<file path="config.mk">
export PLATFORM = sky130hd
export DESIGN_NAME = wrapped_sbus_frame_demux_core
export DESIGN_NICKNAME = d
export VERILOG_FILES = /design/src/rtl/sfd_pkg.sv /design/src/rtl/wrapped_sbus_frame_demux_core.sv /design/src/rtl/sfd_regs.sv /design/src/rtl/sfd_ctrl.sv /design/src/rtl/sfd_dp.sv
export SDC_FILE = /design/constraint.sdc
export NUM_CORES = 1
export LEC_CHECK = 0
export BUFFER_PORTS_ARGS = -buffer_cell sky130_fd_sc_hd__buf_2
export CORE_ASPECT_RATIO = 0.75
export CORE_MARGIN = 2
export CORE_UTILIZATION = 35
export CTS_BUF_LIST = sky130_fd_sc_hd__clkbuf_8
export DETAILED_ROUTE_END_ITERATION = 8
export HOLD_SLACK_MARGIN = 0.05
export PLACE_DENSITY = 0.53
export SLEW_MARGIN = 5
export SYNTH_ARGS = -nofsm -noshare
export SYNTH_HDL_FRONTEND = slang
export SYNTH_SLANG_ARGS = --single-unit
</file>
<file path="constraint.sdc">
create_clock -name clk -period 2.4 [get_ports clk]
set_input_delay 0.36 -clock clk [delete_from_list [all_inputs] [get_ports clk]]
set_output_delay 0.36 -clock clk [all_outputs]
set_load 0.02 [all_outputs]
</file>
<file path="src/rtl/sfd_pkg.sv">
// Shared types and constants of the SBUS frame deframer.
`timescale 1ns / 1ps

package sfd_pkg;

  // Default number of SBUS payload bytes between inner head and inner tail
  localparam int SBUS_PAYLOAD_BYTES_DEF = 23;

  // Register indexes on the configuration port
  localparam logic [1:0] REG_OUTER_HEAD = 2'd0;
  localparam logic [1:0] REG_OUTER_TAIL = 2'd1;
  localparam logic [1:0] REG_INNER_HEAD = 2'd2;
  localparam logic [1:0] REG_INNER_TAIL = 2'd3;

  // Reset values of the framing bytes
  localparam logic [7:0] OUTER_HEAD_RST = 8'h48;  // 'H'
  localparam logic [7:0] OUTER_TAIL_RST = 8'h54;  // 'T'
  localparam logic [7:0] INNER_HEAD_RST = 8'h0F;
  localparam logic [7:0] INNER_TAIL_RST = 8'h00;

  // Destination codes of an emitted byte
  localparam logic DEST_SBUS = 1'b0;
  localparam logic DEST_PASS = 1'b1;

  // Parser / sequencer states
  typedef enum logic [2:0] {
    ST_IDLE,
    ST_OUTER_HEAD,
    ST_INNER_HEAD,
    ST_PAYLOAD,
    ST_INNER_TAIL,
    ST_EMIT
  } ctrl_state_t;

  // Framing bytes as programmed
  typedef struct packed {
    logic [7:0] outer_head;
    logic [7:0] outer_tail;
    logic [7:0] inner_head;
    logic [7:0] inner_tail;
  } cfg_t;

  // Controller to datapath
  typedef struct packed {
    logic wr;          // store the accepted byte
    logic start_ok;    // begin SBUS run (bytes 1 .. payload+2)
    logic start_fail;  // begin pass-through run (all stored bytes)
    logic emit;        // move one stored byte into the output register
  } dp_cmd_t;

  // Datapath to controller
  typedef struct packed {
    logic match_outer_head;
    logic match_outer_tail;
    logic match_inner_head;
    logic match_inner_tail;
    logic payload_done;  // this byte completes the payload
    logic out_free;      // output register can take a beat
    logic emit_last;     // next emitted byte ends the run
  } dp_status_t;

endpackage

</file>
<file path="src/rtl/wrapped_sbus_frame_demux_core.sv">
// Top level of the SBUS frame deframer: register port, parser and datapath.
`timescale 1ns / 1ps

// Radio bytes arrive one beat at a time and are stored in a frame buffer of
// PAYLOAD_BYTES + 4 entries. A good frame (outer head, inner head,
// PAYLOAD_BYTES payload bytes, inner tail, outer tail) is sent out as its
// PAYLOAD_BYTES + 2 inner bytes with destination 0; on the first mismatch
// every byte stored so far, the failing one included, goes out with
// destination 1, and the parser restarts in idle. last_of_run marks the
// final beat of each run. A byte that does not end a run is accepted
// without a stall. After a byte that ends a run, in_stall stays high
// while the run is emitted (PAYLOAD_BYTES + 2 bytes for a good frame, 1
// to PAYLOAD_BYTES + 4 for a rejected one), as the frame buffer is read
// one entry per cycle, while out_stall allows, into the output register.
// The framing bytes are registers 0 to 3 at byte addresses 0, 4, 8 and
// 12 and reset to 'H', 'T', 0x0F and 0x00.
module wrapped_sbus_frame_demux_core
  import sfd_pkg::*;
#(
  parameter int PAYLOAD_BYTES = SBUS_PAYLOAD_BYTES_DEF
) (
  input  logic        clk,
  input  logic        rst_n,
  input  logic        in_valid,
  output logic        in_stall,
  input  logic [7:0]  in_rx_byte,
  output logic        out_valid,
  input  logic        out_stall,
  output logic [7:0]  out_out_byte,
  output logic        out_destination,
  output logic        out_last_of_run,
  input  logic        cfg_psel,
  input  logic        cfg_penable,
  input  logic        cfg_pwrite,
  input  logic [3:0]  cfg_paddr,
  input  logic [31:0] cfg_pwdata,
  output logic [31:0] cfg_prdata,
  output logic        cfg_pready
);

  cfg_t       cfg;
  dp_cmd_t    cmd;
  dp_status_t st;

  sfd_regs u_regs (
    .clk         (clk),
    .rst_n       (rst_n),
    .cfg_psel    (cfg_psel),
    .cfg_penable (cfg_penable),
    .cfg_pwrite  (cfg_pwrite),
    .cfg_paddr   (cfg_paddr),
    .cfg_pwdata  (cfg_pwdata),
    .cfg_prdata  (cfg_prdata),
    .cfg_pready  (cfg_pready),
    .cfg         (cfg)
  );

  sfd_ctrl u_ctrl (
    .clk      (clk),
    .rst_n    (rst_n),
    .in_valid (in_valid),
    .in_stall (in_stall),
    .st       (st),
    .cmd      (cmd)
  );

  sfd_dp #(
    .PAYLOAD_BYTES (PAYLOAD_BYTES)
  ) u_dp (
    .clk             (clk),
    .rst_n           (rst_n),
    .in_byte         (in_rx_byte),
    .cfg             (cfg),
    .cmd             (cmd),
    .st              (st),
    .out_valid       (out_valid),
    .out_stall       (out_stall),
    .out_byte        (out_out_byte),
    .out_destination (out_destination),
    .out_last_of_run (out_last_of_run)
  );

endmodule

</file>
<file path="src/rtl/sfd_regs.sv">
// Configuration registers of the SBUS frame deframer behind an APB-style port.
`timescale 1ns / 1ps

module sfd_regs
  import sfd_pkg::*;
(
  input  logic        clk,
  input  logic        rst_n,
  input  logic        cfg_psel,
  input  logic        cfg_penable,
  input  logic        cfg_pwrite,
  input  logic [3:0]  cfg_paddr,
  input  logic [31:0] cfg_pwdata,
  output logic [31:0] cfg_prdata,
  output logic        cfg_pready,
  output cfg_t        cfg
);

  cfg_t cfg_r;
  cfg_t cfg_nxt;
  logic wr_en;

  assign cfg_pready = 1'b1;
  assign wr_en      = cfg_psel && cfg_penable && cfg_pwrite;

  // Register write decode
  always_comb begin
    cfg_nxt = cfg_r;
    if (wr_en) begin
      case (cfg_paddr[3:2])
        REG_OUTER_HEAD: cfg_nxt.outer_head = cfg_pwdata[7:0];
        REG_OUTER_TAIL: cfg_nxt.outer_tail = cfg_pwdata[7:0];
        REG_INNER_HEAD: cfg_nxt.inner_head = cfg_pwdata[7:0];
        REG_INNER_TAIL: cfg_nxt.inner_tail = cfg_pwdata[7:0];
        default: cfg_nxt = cfg_r;
      endcase
    end
  end

  always_ff @(posedge clk) begin
    if (!rst_n) begin
      cfg_r.outer_head <= OUTER_HEAD_RST;
      cfg_r.outer_tail <= OUTER_TAIL_RST;
      cfg_r.inner_head <= INNER_HEAD_RST;
      cfg_r.inner_tail <= INNER_TAIL_RST;
    end else begin
      cfg_r <= cfg_nxt;
    end
  end

  // Read mux
  always_comb begin
    case (cfg_paddr[3:2])
      REG_OUTER_HEAD: cfg_prdata = {24'd0, cfg_r.outer_head};
      REG_OUTER_TAIL: cfg_prdata = {24'd0, cfg_r.outer_tail};
      REG_INNER_HEAD: cfg_prdata = {24'd0, cfg_r.inner_head};
      REG_INNER_TAIL: cfg_prdata = {24'd0, cfg_r.inner_tail};
      default:        cfg_prdata = 32'd0;
    endcase
  end

  assign cfg = cfg_r;

endmodule

</file>
<file path="src/rtl/sfd_ctrl.sv">
// Parser and emit sequencer of the SBUS frame deframer.
`timescale 1ns / 1ps

module sfd_ctrl
  import sfd_pkg::*;
(
  input  logic       clk,
  input  logic       rst_n,
  input  logic       in_valid,
  output logic       in_stall,
  input  dp_status_t st,
  output dp_cmd_t    cmd
);

  ctrl_state_t state_r;
  ctrl_state_t state_nxt;
  logic        accept;
  logic        hit_ok;
  logic        hit_fail;
  logic        advance;

  assign accept = in_valid && (state_r != ST_EMIT);

  // Verdict on the byte at the input
  always_comb begin
    hit_ok   = 1'b0;
    hit_fail = 1'b0;
    advance  = 1'b0;
    case (state_r)
      ST_IDLE: begin
        advance  = st.match_outer_head;
        hit_fail = !st.match_outer_head;
      end
      ST_OUTER_HEAD: begin
        advance  = st.match_inner_head;
        hit_fail = !st.match_inner_head;
      end
      ST_INNER_HEAD: begin
        advance = st.payload_done;
      end
      ST_PAYLOAD: begin
        advance  = st.match_inner_tail;
        hit_fail = !st.match_inner_tail;
      end
      ST_INNER_TAIL: begin
        hit_ok   = st.match_outer_tail;
        hit_fail = !st.match_outer_tail;
      end
      ST_EMIT: begin
      end
      default: begin
        hit_fail = 1'b1;
      end
    endcase
  end

  // Next state
  always_comb begin
    state_nxt = state_r;
    case (state_r)
      ST_IDLE, ST_OUTER_HEAD, ST_INNER_HEAD, ST_PAYLOAD, ST_INNER_TAIL: begin
        if (accept) begin
          if (hit_ok || hit_fail) begin
            state_nxt = ST_EMIT;
          end else if (advance) begin
            case (state_r)
              ST_IDLE:       state_nxt = ST_OUTER_HEAD;
              ST_OUTER_HEAD: state_nxt = ST_INNER_HEAD;
              ST_INNER_HEAD: state_nxt = ST_PAYLOAD;
              ST_PAYLOAD:    state_nxt = ST_INNER_TAIL;
              default:       state_nxt = ST_IDLE;
            endcase
          end
        end
      end
      ST_EMIT: begin
        if (st.out_free && st.emit_last) begin
          state_nxt = ST_IDLE;
        end
      end
      default: state_nxt = ST_IDLE;
    endcase
  end

  always_ff @(posedge clk) begin
    if (!rst_n) begin
      state_r <= ST_IDLE;
    end else begin
      state_r <= state_nxt;
    end
  end

  // Outputs
  always_comb begin
    in_stall       = 1'b0;
    cmd.wr         = 1'b0;
    cmd.start_ok   = 1'b0;
    cmd.start_fail = 1'b0;
    cmd.emit       = 1'b0;
    case (state_r)
      ST_EMIT: begin
        in_stall = 1'b1;
        cmd.emit = st.out_free;
      end
      default: begin
        cmd.wr         = accept;
        cmd.start_ok   = accept && hit_ok;
        cmd.start_fail = accept && hit_fail;
      end
    endcase
  end

endmodule

</file>
<file path="src/rtl/sfd_dp.sv">
// Frame store, counters, comparators and output register of the SBUS frame deframer.
`timescale 1ns / 1ps

module sfd_dp
  import sfd_pkg::*;
#(
  parameter int PAYLOAD_BYTES = SBUS_PAYLOAD_BYTES_DEF
) (
  input  logic       clk,
  input  logic       rst_n,
  input  logic [7:0] in_byte,
  input  cfg_t       cfg,
  input  dp_cmd_t    cmd,
  output dp_status_t st,
  output logic       out_valid,
  input  logic       out_stall,
  output logic [7:0] out_byte,
  output logic       out_destination,
  output logic       out_last_of_run
);

  localparam int DEPTH     = PAYLOAD_BYTES + 4;
  localparam int INNER_LEN = PAYLOAD_BYTES + 2;
  localparam int IW        = $clog2(DEPTH);
  localparam int CW        = $clog2(DEPTH + 1);

  logic [7:0]    store_r [DEPTH];
  logic [CW-1:0] count_r;
  logic [CW-1:0] count_nxt;
  logic [IW-1:0] emit_idx_r;
  logic [IW-1:0] emit_idx_nxt;
  logic [IW-1:0] emit_end_r;
  logic [IW-1:0] emit_end_nxt;
  logic          emit_dest_r;
  logic          emit_dest_nxt;
  logic          out_valid_r;
  logic          out_valid_nxt;
  logic [7:0]    out_byte_r;
  logic          out_dest_r;
  logic          out_last_r;
  logic          store_full;
  logic [IW-1:0] fail_end;

  assign store_full = (count_r == CW'(DEPTH));
  assign fail_end   = store_full ? IW'(DEPTH - 1) : count_r[IW-1:0];

  // Byte store, written at the fill count
  always_ff @(posedge clk) begin
    if (cmd.wr && !store_full) begin
      store_r[count_r[IW-1:0]] <= in_byte;
    end
  end

  // Fill count: cleared whenever a run starts
  always_comb begin
    count_nxt = count_r;
    if (cmd.start_ok || cmd.start_fail) begin
      count_nxt = '0;
    end else if (cmd.wr && !store_full) begin
      count_nxt = count_r + 1'b1;
    end
  end

  // Run bounds and read pointer
  always_comb begin
    emit_idx_nxt  = emit_idx_r;
    emit_end_nxt  = emit_end_r;
    emit_dest_nxt = emit_dest_r;
    if (cmd.start_ok) begin
      emit_idx_nxt  = IW'(1);
      emit_end_nxt  = IW'(INNER_LEN);
      emit_dest_nxt = DEST_SBUS;
    end else if (cmd.start_fail) begin
      emit_idx_nxt  = '0;
      emit_end_nxt  = fail_end;
      emit_dest_nxt = DEST_PASS;
    end else if (cmd.emit) begin
      emit_idx_nxt = emit_idx_r + 1'b1;
    end
  end

  // Output beat register
  always_comb begin
    out_valid_nxt = out_valid_r;
    if (cmd.emit) begin
      out_valid_nxt = 1'b1;
    end else if (!out_stall) begin
      out_valid_nxt = 1'b0;
    end
  end

  always_ff @(posedge clk) begin
    if (!rst_n) begin
      count_r     <= '0;
      out_valid_r <= 1'b0;
    end else begin
      count_r     <= count_nxt;
      out_valid_r <= out_valid_nxt;
    end
  end

  always_ff @(posedge clk) begin
    emit_idx_r  <= emit_idx_nxt;
    emit_end_r  <= emit_end_nxt;
    emit_dest_r <= emit_dest_nxt;
    if (cmd.emit) begin
      out_byte_r <= store_r[emit_idx_r];
      out_dest_r <= emit_dest_r;
      out_last_r <= (emit_idx_r == emit_end_r);
    end
  end

  // Status back to the controller
  assign st.match_outer_head = (in_byte == cfg.outer_head);
  assign st.match_outer_tail = (in_byte == cfg.outer_tail);
  assign st.match_inner_head = (in_byte == cfg.inner_head);
  assign st.match_inner_tail = (in_byte == cfg.inner_tail);
  assign st.payload_done     = ({1'b0, count_r} + 1'b1) >= (CW + 1)'(INNER_LEN);
  assign st.out_free         = !out_valid_r || !out_stall;
  assign st.emit_last        = (emit_idx_r == emit_end_r);

  assign out_valid       = out_valid_r;
  assign out_byte        = out_byte_r;
  assign out_destination = out_dest_r;
  assign out_last_of_run = out_last_r;

endmodule

</file>
# [Word-level counts from Yosys, hierarchy flattened]
# Memories as Yosys holds them, arrays and structs flattened. A register that Yosys moved wholly into a read port is not among the register bits.
# Cells that the tools add are included.
[word_totals] ramBits=216 input_bits=51 elab_cells=87 reg_bits=54 mem_count=1 out_inout_bits=45
[memory_table] memory="u_dp.store_r" depth=27 width=8 read_ports=1 rd_clocked_by_memory_dff=1 write_ports=1 line="sfd_dp.sv:27" source="logic [7:0] store_r [DEPTH];"
[op_classes] n_bitwise=1 n_mux=20 n_addsub=3 n_eq_ne=19 n_reduce_logical=29 n_lt_le_gt_ge=1
[ops] op="one-hot mux 32 bit (4 select lines)" n=1
[ops] op="== test 8 bit" n=4
[ops] op="2-to-1 mux 3 bit" n=5
[ops] op="one-hot mux 3 bit (4 select lines)" n=1
[ops] op="adder 5 x 1 -> 5 bit (second input constant)" n=2
[ops] op="2-to-1 mux 1 bit" n=9
[ops] op="AND reduction 2 bit" n=4
[ops] op="logical AND 1 bit" n=7
[ops] op="zero test 1 bit" n=7
[ops] op="adder 5 x 1 -> 6 bit (second input constant)" n=1
[ops] op="== test 3 x 2 -> 1 bit (second input constant)" n=2
[ops] op="== test 3 bit (second input constant)" n=2
[ops] op="greater-or-equal comparator 6 x 5 -> 1 bit (second input constant)" n=1
[ops] op="!= test 2 x 1 -> 1 bit (second input constant)" n=3
[ops] op="one-hot mux 3 bit (2 select lines)" n=1
[ops] op="OR reduction 2 bit" n=3
[ops] op="== test 5 bit" n=1
[ops] op="== test 5 bit (second input constant)" n=1
[ops] op="2-to-1 mux 5 bit" n=1
[ops] op="one-hot mux 1 bit (5 select lines)" n=1
[ops] op="OR reduction 5 bit" n=1
[ops] op="== test 2 bit (second input constant)" n=2
[ops] op="one-hot mux 1 bit (4 select lines)" n=1
[ops] op="== test 3 x 1 -> 1 bit (second input constant)" n=1
[ops] op="other kinds (9)" n=11

# [Longest topological paths before layout]
# Gate-level depths: netlist of run 1.
[depth] ltp_word=8 ltp_mapped=10

# [By module]
# A second synthesis of run 1 with hierarchy kept.
[hier_totals] hier_cells=762 hier_area_um2=11952.7
[by_module_without_submodules] module="sfd_dp" cells_per_inst=549 area_per_inst_um2=10004.6 instances=1
[by_module_without_submodules] module="sfd_regs" cells_per_inst=164 area_per_inst_um2=1609.0 instances=1
[by_module_without_submodules] module="sfd_ctrl" cells_per_inst=49 area_per_inst_um2=339.1 instances=1

# [Least setup slack after synthesis of run 1]
# Ideal clock, no wire load.
[synth_path] path_kind="register to register" from="register u_ctrl.state_r[1]" to="memory u_dp.store_r[0][0], enable pin" setup_time_ns=0.370 stages_incl_launch_ff=9 slack_ns=0.218 arrival_time_ns=1.812 n_path_buf=2 cell_sequence="dfxtp_1 > buf_2 > nor2b_1 > nand2_1 > inv_2 > nand2b_1 > clkbuf_1 > or3_1 > nor2_1"
[synth_between] elab_chain_len=6 elab_cells_between_ends=7
[synth_rtl] item="start, declared" line="sfd_ctrl.sv:15" source="ctrl_state_t state_r;"
[synth_rtl] item="start signal, assigned" line="sfd_ctrl.sv:89" source="state_r <= state_nxt;"
[synth_rtl] item="!= test 3 bit" line="sfd_ctrl.sv:22" source="assign accept = in_valid && (state_r != ST_EMIT);"
[synth_rtl] item="logical AND 1 bit" line="sfd_ctrl.sv:22"
[synth_rtl] item="2-to-1 mux 3 bit *" line="sfd_ctrl.sv:100" source="case (state_r)"
[synth_rtl] item="logical AND 1 bit *" line="sfd_dp.sv:49" source="if (cmd.wr && !store_full) begin"
[synth_rtl] item="2-to-1 mux 1 bit *" line="sfd_dp.sv:49"
[synth_rtl] item="2-to-1 mux 1 bit (implied by the code) *" line="sfd_dp.sv:50" source="store_r[count_r[IW-1:0]] <= in_byte;"
[synth_rtl] item="end, declared" line="sfd_dp.sv:27"
# Every way passes the cells marked *; elsewhere a longest branch is shown, timed or not.

==> impl_metrics.yaml, run 1 <==
status:
  outcome: "complete, no violations"
global_routing:
  antenna_found_initial: 1
  grt_max_degree: 36
  grt_overflow: 0
  grt_pass1_vias: 6588
  grt_use_total_pct: 16.4
  grt_pass1_wl_um: 42600
pwr:
  p_leak_uw: 0.00481
  internal-power_uw: 7900
  switching_share_pct: 24.8
  seq_power_share_pct: 50.9
  power.share.combinational_pct: 12.2
  p_switching_uw: 2610
  vdd_drop_max_v: 0.000332
  p_per_area_nw_per_um2: 758
  p_clk_share_pct: 36.9
  fin_total_pwr_uw: 10500
clock_tree:
  htreeDepth: 2
  cts-root-buf: "clkbuf_8"
  clk_pin_slew_worst_paths_ps: 60
  cts_made_buffers: 45
  cts_max_path_buffers: 3
  cts_tree: "built"
  clock_latency_ps: 570
  cts_sinks: 278
critical_path:
  worstPathArrival_ps: 2610
  cp_max_fo: 19
  worstPathRequired_ps: 2720
  setup.worst_path.start_class: "flop"
  crit_slowest_cell: "mux4_1"
  crit_chain: "buf_12 > mux4_1 > mux4_2 > mux2_2"
  path_delay_family: "multiplexers"
  max_stage_delay_ps: 670
  path_class: "reg -> reg"
  end_kind: "flop"
  path_buf_inv: 1
floorplan:
  ios: 96
  die_y_um: 164
  initial_core_util_pct: 35.5
  rows: 58
  core-area_sq_um: 33500
  die_area_sq_um: 35500
  die_w_um: 217
yosys:
  yosysSeqAreaShare_pct: 65.7
  yosysUniqueCellTypes: 52
  yosysTopAreaCell: "edfxtp_1"
  post-synth-top-count-cell: "edfxtp_1"
  synth-async-reset-ratio_pct: 0
  ys_warn_count: 0
  synth_edf_count: 226
  synth_common_cells: "edfxtp_1, dfxtp_1, mux4_2, nor2_1, nand2_1"
  synthFlopType: "edfxtp_1"
  syn_avg_cell_area_sq_um: 16.9
  netlist_instances: 706
  synth_top_cells_by_area: "edfxtp_1, dfxtp_1, mux4_2, mux4_1, mux2i_1"
  syn-cell-area_sq_um: 11900
  synth-seq-cells: 278
  synth_top_area_share_pct: 57.0
placement:
  place_congestion: 0.768
  port_buffers: 44
  dpl_cell_area_sq_um: 13000
  placedCellCount: 1228
  dp_hpwl_um: 18300
sta:
  rsz0062_at_grt: "no"
  finClkSkew_ps: 24.1
  finalHoldViolations: 0
  fin_crit_ps: 2300
  slew_headroom_pct: 59.0
  setup_viol: 0
  worst_pin_slew_ps: 615
  setup_tns_ps: 0
  fmax_mhz: 436
  maxSlewViolCount: 0
  fin_crit_sh_pct: 95.7
finish:
  layout-drive-gt1-share_pct: 28.0
  post-route-util_pct: 41.4
  areaGrowthSynthToFinish_pct: 16.4
  antenna_cells: 0
  fin_cells: 1313
  final_area_sq_um: 13900
  num-fill-cells: 3073
  nets: 889
detailed_routing:
  wl_per_cell_um: 21.6
  antenna_left: 0
  viasPerCell: 5.04
  drtIter0Drc: 508
  firstDrtPassIters: 4
  routed_wl_um: 28400
  via_count: 6612
  route.detailed.drc: 0
job:
  drv_cap: 0
hold_path:
  hp-class: "in -> reg"
## through the flow
step,setup WS [ps],hold slack (ps)
6_report,104,88.8
5_1_grt,39.9,93.8
4_1_cts,94.8,53.8
3_5_place_dp,92.5,426
3_3_place_gp,100,418
2_1_floorplan,218,409
## sequential cells by signal, summed over array words and instances (netlist names)
signal	cells
u_regs.cfg	32
u_dp.out_last_of_run	1
u_dp.out_destination	1
u_dp.count_r	5
u_dp.store_r	216
u_dp.out_byte	8
u_dp.out_valid	1
u_dp.emit_idx_r	5
u_dp.emit_end_r	5
u_dp.emit_dest_r	1
u_ctrl.state_r	3
## layer usage
layer	up-vias	part of all wire (%)	global-route usage, %
li1	2993	-	-
met1	3395	49	24.6
met2	182	44	24.1
met3	42	5.8	3.43
met4	0	1.6	4.36
met5	-	0	0
## repair_timing
action,4_1_cts,5_1_grt
hold endpoints to repair,14,0
buffers inserted,0,0
resized for setup,0,2
endpoints found under the setup margin,0,2
hold buffers,7,0
## tightest hold or removal path: cells and delay by family
family	cells	cell delay, ps
buffers and inverters	1	130
multiplexers	1	80
AND/OR/NAND/NOR	1	50
## final timing paths
kind	startpoint	endpoint	slack [ps]	cells after the start
max reg2reg	u_dp.emit_idx_r[0]	u_dp.out_byte[3]	100	4
min	cfg_pwdata[2]	u_regs.cfg[10]	90	3
max	u_dp.emit_idx_r[0]	u_dp.out_byte[3]	100	4
min reg2reg	u_dp.emit_dest_r	u_dp.out_destination	440	0
## cells in the final DEF (no fill, tap or decap), types with 4 or more instances in the layout
cell / instances
nor2_1: 41
nand3_1: 23
xnor2_1: 15
nand2b_1: 7
mux4_1: 26
edfxtp_1: 226
nor2b_1: 4
clkinv_2: 11
mux2_2: 16
nor4_1: 6
clkinv_1: 8
a31oi_1: 4
a21oi_1: 13
and2_1: 6
buf_12: 5
ha_1: 6
buf_2: 44
clkbuf_8: 46
dfxtp_1: 49
inv_1: 17
mux2i_1: 26
conb_1: 25
dlygate4sd3_1: 7
nand2_1: 28
mux4_2: 46
and3_1: 11
buf_4: 61
o211ai_1: 5
xor2_1: 27
nand4_1: 6
nor3_1: 5
## power by group through the flow
stage	Clock, uW	Sequential [uW]	Combinational [uW]
2_1_floorplan	0	5440	880
3_3_place_gp	0	5440	1280
3_5_place_dp	0	5450	1280
4_1_cts	4010	5340	1300
5_1_grt	4220	5350	1380
6_report	3880	5340	1280
## kinds of logic after synthesis
kind of cell               Yosys count  synth area share (%)
adders and majority gates            6                 0.630
and+or+nand+nor                    147                  6.15
AOI/OAI and AO/OA                   46                  2.64
DFF                                278                  65.7
xor gates and xnor gates            42                  3.09
buffers and inverters               70                  3.50
muxes                              115                  18.2
other                                2                0.0630
## final cells by class
type | instances | area [sq um] | area share, %
clock buffer | 46 | 633 | 4.56
clock inverter | 32 | 195 | 1.41
inverter | 9 | 33.8 | 0.244
multi-input combinational | 381 | 3760 | 27.1
sequential | 278 | 7830 | 56.5
tap | 450 | 563 | 4.06
timing repair buffer | 117 | 848 | 6.12
Note: power is estimated with default switching activity, not from simulation.
==> inputs of run 2 (changes only) <==
clock period = 2.5 ns   (was 2.4 ns; I/O delays follow)
==> run 2 against run 1 <==
Die area unchanged. Worst setup slack improved by 28 ps. Critical path type unchanged. Largest cell class unchanged. Global-route usage down 0.55 points.
==> impl_metrics.yaml, run 2 (synthesis gave the netlist of run 1 again) <==
finish:
  areaGrowthSynthToFinish_pct: 15.5
  final_cell_mix: "edfxtp_1, buf_4, dfxtp_1"
  antenna_cells: 0
  final_common_cell: "edfxtp_1"
  nets: 879
  layout-drive-gt1-share_pct: 26.7
  num-fill-cells: 3094
  largest_reg_flops: 216
  post-route-util_pct: 41.0
  final_area_sq_um: 13800
  fin_cells: 1300
clock_tree:
  cts_tree: "built"
  cts_made_buffers: 44
  clock_latency_ps: 560
  cts_sinks: 278
  ctsHoldBuffers: 0
  cts_setup_buffers: 0
  htreeDepth: 2
  cts_resized: 0
  cts_max_path_buffers: 3
  cts-root-buf: "clkbuf_8"
  clk_pin_slew_worst_paths_ps: 60
pwr:
  p_switching_uw: 2410
  seq_power_share_pct: 52.0
  power.share.combinational_pct: 12.1
  p_clk_share_pct: 35.8
  switching_share_pct: 24.4
  internal-power_uw: 7470
  vdd_drop_max_v: 0.000309
  p_leak_uw: 0.00476
  p_per_area_nw_per_um2: 718
status:
  outcome: "complete, no violations"
floorplan:
  ios: 96
  die_w_um: 217
  die_y_um: 164
  die_area_sq_um: 35500
  core-area_sq_um: 33500
  initial_core_util_pct: 35.5
  rows: 58
sta:
  setup_viol: 0
  worst_pin_slew_ps: 591
  maxSlewViolCount: 0
  finalHoldViolations: 0
  fin_crit_sh_pct: 94.7
  fin_crit_ps: 2370
  rsz0062_at_grt: "no"
  fmax_mhz: 422
  finClkSkew_ps: 21.2
  hold_ws_ps: 106
  setup_tns_ps: 0
  slew_headroom_pct: 60.6
global_routing:
  grt_pass1_vias: 6326
  grt_pass1_wl_um: 41000
  grt_overflow: 0
  grt_use_total_pct: 15.8
  antenna_found_initial: 0
  grt_max_degree: 45
placement:
  port_buffers: 44
  dp_hpwl_um: 18000
  place_congestion: 0.785
  dpl_cell_area_sq_um: 13000
  placedCellCount: 1226
critical_path:
  end_kind: "flop"
  max_stage_delay_ps: 590
  path_class: "reg -> reg"
  crit_chain: "buf_4 > mux4_1 > mux4_2 > mux2_2"
  cp_max_fo: 12
  worstPathRequired_ps: 2800
  worstPathArrival_ps: 2670
  crit_slowest_cell: "mux4_1"
  setup.worst_path.start_class: "flop"
detailed_routing:
  routed_wl_um: 27700
  route.detailed.drc: 0
  viasPerCell: 4.88
  antenna_left: 0
  firstDrtPassIters: 7
  via_count: 6343
  wl_per_cell_um: 21.3
  drtIter0Drc: 438
job:
  drv_cap: 0
hold_path:
  hp-class: "in -> reg"
[run 2: cell types whose count changed in the layout (fill, tap and decap cells not counted), sizes merged]
cell and change:
dlygate4sd3 -7, clkinv -11, bufinv -1, buf -2
clkbuf +1, inv +7
[run 2: routing by layer]
metal	track usage, %	wire (um)
met1	24.4	13300
met2	23.0	12000
met3	2.89	1880
met4	3.92	418
met5	0	0
[run 2: cell type report]
type | instances | area, sq um | share of cell area, %
Sequential cell | 278 | 7830 | 56.9
Clock inverter | 27 | 136 | 0.991
Multi-Input combinational cell | 381 | 3760 | 27.3
Inverter | 9 | 33.8 | 0.246
Clock buffer | 47 | 647 | 4.70
Timing Repair Buffer | 108 | 788 | 5.73
Tap cell | 450 | 563 | 4.09
[run 2: worst max-delay path, delay by kind of cell (launching register included)]
family | cells | cell delay, ps
muxes | 3 | 1340
buffers and inverters | 1 | 290
DFF | 1 | 470
[run 2: power groups by stage]
stage	clock network [uW]	logic, uW	registers, uW
after floorplan	0	845	5220
after global placement	0	1210	5240
after detailed placement	0	1210	5240
after CTS	3640	1220	5140
after global routing	3840	1300	5150
final	3540	1200	5140
[run 2: worst paths after layout]
| kind | startpoint | endpoint | slack, ps | depth (start not counted) |
|---|---|---|---|---|
| setup / recovery | u_dp.emit_idx_r[0] | u_dp.out_byte[5] | 130 | 4 |
| setup reg to reg | u_dp.emit_idx_r[0] | u_dp.out_byte[5] | 130 | 4 |
| hold reg to reg | u_dp.emit_dest_r | u_dp.out_destination | 440 | 0 |
| hold / removal | cfg_pwdata[0] | u_regs.cfg[8] | 110 | 3 |
[run 2: per-stage QoR]
stage	worst slack (ps)	total power, uW
floorplan	318	6060
global placement	139	6440
detailed placement	110	6450
CTS	103	10000
global route	49.6	10300
finish	132	9880
==> inputs of run 3 (changes only) <==
CELL_PAD_IN_SITES_DETAIL_PLACEMENT = 0   (was not set)
CELL_PAD_IN_SITES_GLOBAL_PLACEMENT = 1   (was not set)
PLACE_DENSITY = 0.6   (was 0.53)
TNS_END_PERCENT = 100   (was not set)
==> run 3 against run 2 <==
Clock skew is 2.8 ps higher. Total power rose by 3.2%. Worst setup slack better by 19 ps. First-iteration DRC count grew 10%. Register-to-register slack improved by 20 ps. Routed wire length rose by 1.4%. Global-route usage is essentially flat. Critical path depth did not move.
==> impl_metrics.yaml, run 3 (synthesis gave the netlist of run 1 again) <==
clock_tree:
  cts_sinks: 278
  clk_pin_slew_worst_paths_ps: 60
  cts_max_path_buffers: 3
  cts-root-buf: "clkbuf_8"
  cts_tree: "built"
  cts_setup_buffers: 0
  clock_latency_ps: 570
  cts_made_buffers: 45
  htreeDepth: 2
detailed_routing:
  viasPerCell: 5.10
  via_count: 6625
  antenna_left: 0
  drtIter0Drc: 483
  firstDrtPassIters: 5
  routed_wl_um: 28100
  wl_per_cell_um: 21.6
  route.detailed.drc: 0
finish:
  layout-drive-gt1-share_pct: 26.9
  nets: 874
  final_cell_mix: "edfxtp_1, buf_4, dfxtp_1"
  final_common_cell: "edfxtp_1"
  antenna_cells: 0
  num-fill-cells: 3054
  largest_reg_flops: 216
  areaGrowthSynthToFinish_pct: 15.6
  fin_cells: 1300
hold_path:
  min_from: "cfg_pwdata[4]"
  hp-class: "in -> reg"
floorplan:
  initial_core_util_pct: 35.5
  die_w_um: 217
  die_area_sq_um: 35500
  die_y_um: 164
  core-area_sq_um: 33500
  rows: 58
  ios: 96
critical_path:
  path_class: "reg -> reg"
  setup.worst_path.start_class: "flop"
  crit_chain: "buf_12 > mux4_1 > mux4_2 > mux2_2"
  crit_slowest_cell: "mux4_1"
  worstPathRequired_ps: 2810
  worstPathArrival_ps: 2660
  end_kind: "flop"
  startpoint: "u_dp.emit_idx_r[0]"
  r2r-start: "u_dp.emit_idx_r[0]"
  cp_max_fo: 29
  max_stage_delay_ps: 670
pwr:
  internal-power_uw: 7690
  p_switching_uw: 2500
  vdd_drop_max_v: 0.000450
  switching_share_pct: 24.5
  seq_power_share_pct: 50.3
  fin_total_pwr_uw: 10200
  p_per_area_nw_per_um2: 740
  power.share.combinational_pct: 11.8
  p_clk_share_pct: 37.9
  p_leak_uw: 0.00477
sta:
  fin_crit_sh_pct: 94.0
  slew_headroom_pct: 53.6
  finClkSkew_ps: 24.1
  fmax_mhz: 426
  fin_crit_ps: 2350
  setup_viol: 0
  setup_tns_ps: 0
  maxSlewViolCount: 0
  worst_pin_slew_ps: 690
  finalHoldViolations: 0
  rsz0062_at_grt: "no"
global_routing:
  grt_pass1_wl_um: 41700
  antenna_found_initial: 1
  grt_max_degree: 32
  grt_pass1_vias: 6739
  grt_use_total_pct: 15.9
  grt_overflow: 0
placement:
  place_congestion: 0.770
  placedCellCount: 1218
  dp_hpwl_um: 18600
  port_buffers: 44
status:
  outcome: "complete, no violations"
job:
  drv_cap: 0
## run 3: cell count changes in the layout (fill, tap and decap cells not counted), sizes merged
| cell | delta |
|---|---|
| dlygate4sd3 | +2 |
| inv | -1 |
| bufinv | +2 |
| buf | -8 |
| clkinv | +6 |
| clkinvlp | -1 |
## run 3: what timing repair did
action	in CTS	in global routing
resized for setup	0	1
endpoints found under the hold margin	2	0
setup endpoints to repair	0	1
hold buffers	2	0
## run 3: cell type report
cell class,count,area [sq um],area share (%)
repair buffers,102,711,5.16
clock inverters,33,224,1.63
clock buffers,47,647,4.70
well taps,450,563,4.09
multi-input cells,381,3760,27.3
flip-flops and latches,278,7830,56.9
inverters,9,33.8,0.245
## run 3: power by group through the flow
stage,Clock [uW],Sequential (uW),Combinational [uW]
floorplan,0,5220,845
global placement,0,5220,1180
detailed placement,0,5230,1210
CTS,3970,5130,1220
global route,4180,5130,1280
finish,3870,5130,1200
## run 3: worst max-delay path: cells and delay by family (launching register included)
kind,cells,cell delay [ps]
buf+inv,1,230
mux,3,1480
flops,1,370
## run 3: worst paths after layout
path / to / slack (ps) / cells past startpoint
worst max-delay path: u_dp.out_byte[5] / 150 / 4
worst min-delay path: u_regs.cfg[28] / 90 / 3
worst max register to register: u_dp.out_byte[5] / 150 / 4
worst min register to register: u_dp.out_destination / 440 / 0
## run 3: metal layers
layer | GRT usage [%] | part of all wire [%]
met1 | 22.9 | 48
met2 | 24.9 | 46
met3 | 2.98 | 5.3
met4 | 3.89 | 1.2
met5 | 0 | 0
## run 3: per-stage QoR
stage	area, sq um	hold WS (ps)	worst slack, ps	utilization (%)
after CTS	13800	57.3	138	41.1
after floorplan	12000	409	318	-
after global placement	12900	421	117	38.4
after global routing	13800	70.8	88.9	41.1
after detailed placement	12900	425	136	38.4
final	13800	93.4	151	41.1
